--- src/rtl/spm_pkg.sv ---
`default_nettype none
package spm_pkg;
  localparam int VOICES = 8;
  localparam int VW = 3;
  localparam int BLOCK_LEN = 256;
  localparam int BW = 8;
  localparam int SAMPLE_MEM_DEPTH = 65536;
  localparam int AW = 16;

  localparam logic [2:0] CMD_TICK  = 3'd0;
  localparam logic [2:0] CMD_ONCE  = 3'd1;
  localparam logic [2:0] CMD_LOOP  = 3'd2;
  localparam logic [2:0] CMD_STOP  = 3'd3;
  localparam logic [2:0] CMD_VOL   = 3'd4;
  localparam logic [2:0] CMD_WRITE = 3'd5;

  // One voice table entry.
  typedef struct packed {
    logic [15:0] base;
    logic [15:0] len;
    logic [15:0] pos;
    logic [15:0] restart;
    logic [15:0] gain;
  } voice_t;

  // Voice term floor((s-128)*g/256), returned as 16 bits for a wrapping sum.
  function automatic logic [15:0] voice_term(input logic [7:0] s, input logic [15:0] g);
    logic signed [8:0]  d;
    logic signed [25:0] p;
    begin
      d = $signed({1'b0, s}) - 9'sd128;
      p = 26'(d) * 26'($signed({1'b0, g}));
      voice_term = p[23:8];
    end
  endfunction
endpackage
`default_nettype wire

--- src/rtl/spm_voice_ram.sv ---
`default_nettype none
module spm_voice_ram
  import spm_pkg::*;
(
  input  wire logic          clk,
  input  wire logic          we,
  input  wire logic [VW-1:0] waddr,
  input  wire voice_t        wdata,
  input  wire logic [VW-1:0] raddr,
  output voice_t             rdata
);
  voice_t mem [VOICES];

  always_ff @(posedge clk) begin
    if (we) begin
      mem[waddr] <= wdata;
    end
    rdata <= mem[raddr];
  end
endmodule
`default_nettype wire

--- config.mk ---
export PLATFORM = sky130hd
export DESIGN_NAME = spm_voice_ram
export DESIGN_NICKNAME = d
export VERILOG_FILES = /design/src/rtl/spm_pkg.sv /design/src/rtl/spm_voice_ram.sv
export SDC_FILE = /design/constraint.sdc
export NUM_CORES = 1
export LEC_CHECK = 0
export BUFFER_PORTS_ARGS = -buffer_cell sky130_fd_sc_hd__buf_2
export CORE_MARGIN = 8
export CORE_UTILIZATION = 50
export CTS_CLUSTER_DIAMETER = 200
export DETAILED_ROUTE_END_ITERATION = 8
export PLACE_DENSITY = 0.68
export SYNTH_ARGS = -nofsm -noshare
export SYNTH_HDL_FRONTEND = slang
export SYNTH_SLANG_ARGS = --single-unit
export TNS_END_PERCENT = 10
--- constraint.sdc ---
create_clock -name clk -period 9.64 [get_ports clk]
set_input_delay 1.928 -clock clk [delete_from_list [all_inputs] [get_ports clk]]
set_output_delay 1.928 -clock clk [all_outputs]
set_load 0.005 [all_outputs]
==> results.yml <==
status:
  outcome: "finished, final reports clean"
power:
  p_leak_nw: 9.733
  vdd_drop_max_mv: 0.1153
  power_density_nw_per_um2: 222.0
  total_power_w: 0.006572
synth:
  synth_largest_area_cell: "edfxtp_1"
  yosysTopAreaCellShare_pct: 74.91
  ys_warn_count: 0
  netlist-cell-type-count: 12
  syn_area_um2: 25650
  synth_area_leaders: "edfxtp_1 75%, mux4_2 14%, dfxtp_1 6.2%"
  syn_nets: 1106
  seq_area_frac_synth_pct: 81.15
  avgSynthCellArea_um2: 25.20
  synth_seq_cells: 720
  synthCells: 1018
worst_setup_path:
  required_ns: 9.86
  criticalPathCategory: "primary input to register"
  critPathCaptureType: "register"
  critPathMaxFanout: 31
  crit_path_start_kind: "primary input"
  crit_arrival_ns: 4.25
clock_network:
  clk_pin_slew_ns: 0.06
  clock-sinks: 720
  cts_resized: 0
  cts_tree: "built"
  clkLatencyLatePin_ns: 0.60
  postCtsSetupBuffers: 0
  cts_max_level: 3
  cts_buffer_depth: 3
  hold_buffers: 0
  cts_buffers: 72
  clockRootBuffer: "clkbuf_16"
global_route:
  grt_pass1_wl_mm: 73.03
  grt_antenna_before_repair: 12
  grt_max_degree: 103
  overflow: 0
  grt_pass1_vias: 11740
  grtUsageTotal_pct: 16.43
floorplan:
  dieWidth_um: 242.5
  io_pins: 168
  row_count: 83
  core_um2: 50990
  die_y_um: 242.5
  die-area_um2: 58810
  initial_core_util_pct: 50.31
routing:
  drt_wl_total_mm: 48.18
  dr_total_vias: 10910
  drt-pass1-iter-count: 5
  vias_per_cell: 5.522
  dr.first_iter.drc_count: 684
  antenna_left: 0
  wl_per_cell_um: 24.38
  drc: 0
sta:
  setup_viol: 0
  fin_crit_sh_pct: 41.80
  max_freq_mhz: 248.1
  maxSlewViolCount: 0
  slew-limit-headroom_pct: 23.91
  hold_viol: 0
  rsz0062_at_grt: "false"
  worstMarginPinSlew_ns: 1.141
  fin_skew_ns: 0.02080
  fin_crit_ns: 4.030
  fin_setup_tns_ns: 0
min_path:
  worstHoldPathType: "register to register"
placement:
  hpwl_mm: 25.15
  place_area_um2: 27290
  gp_congestion: 0.6771
  port_buffers: 167
layout:
  num-nets-final: 1321
  layout_commonest_cell: "edfxtp_1"
  layout_common_cells: "640 x edfxtp_1, 164 x buf_2, 160 x mux4_2"
  syn_to_final_growth_pct: 15.39
  layout-drive-gt1-share_pct: 41.02
  fin_area_um2: 29600
run:
  maxCapViolCount: 0
==> synth_stat cells, drive strengths merged <==
cell    count
mux2       80
mux4      160
buf        30
nand2b      3
nor2        6
dfxtp      80
nand2       2
clkbuf     15
nor3        2
edfxtp    640
==> path summary, 6_finish.rpt <==
check	cells past startpoint	endpoint	startpoint	slack [ns]
worst max-delay path	5	mem[2][4]$_DFFE_PP_	waddr[2]	5.61
worst min-delay path	2	rdata[4]$_DFF_P_	mem[7][4]$_DFFE_PP_	0.67
worst max register to register	2	rdata[54]$_DFF_P_	mem[5][54]$_DFFE_PP_	8.37
worst min register to register	2	rdata[4]$_DFF_P_	mem[7][4]$_DFFE_PP_	0.67
==> where the power goes <==
| group | internal (W) | total (W) | switching, W |
|---|---|---|---|
| Clock | 0.00160 | 0.00270 | 0.00109 |
| Combinational | 0.000155 | 0.000317 | 0.000162 |
| Sequential | 0.00353 | 0.00356 | 0.0000347 |
==> worst max-delay path, stage by stage <==
cell	delay, ns
buf_2	0.10
nand2b_1	0.28
nor2_4	0.72
buf_4	0.57
buf_4	0.57
==> final cells by class <==
type                    count  area [µm²]
clock inverters            27       230.2
repair buffers            186       997.2
clock buffers             106        2076
fillers                  3586       21390
well taps                 680       850.8
flip-flops and latches    720       20820
diodes                      4       10.01
multi-input cells         253        4618
==> layer usage <==
| metal | track usage, % | vias up | wire [µm] |
|---|---|---|---|
| met1 | 22.28 | 5792 | 20840 |
| met5 | 0 | - | 100 |
| met3 | 3.935 | 79 | 2957 |
| met4 | 5.197 | 16 | 887 |
| met2 | 26.30 | 274 | 23390 |
| li1 | - | 4750 | - |
==> registers in the layout (all words and copies together), names as in the netlist <==
| name | cells |
|---|---|
| mem | 640 |
| rdata | 80 |
==> kinds of logic (layout without fill, tap and decap cells) <==
kind of cell	Yosys count	in the layout	synth area share, %
flops	720	720	81.15
mux	240	240	17.56
buf+inv	45	319	1.058
simple gates	13	13	0.2292
other cells	0	4	0
==> stage by stage <==
stage               hold slack [ns]  instances  utilization (%)  setup slack [ns]
floorplan                    0.6566       1018                -             1.493
detailed placement           0.6693       1839            53.51             4.929
global route                 0.6904       1973            58.04             5.471
global placement             0.6640       1839            53.51             4.978
finish                       0.6727       1976            58.05             5.610
CTS                          0.6802       1972            58.04             5.559
Note: power is estimated with default switching activity, not from simulation.
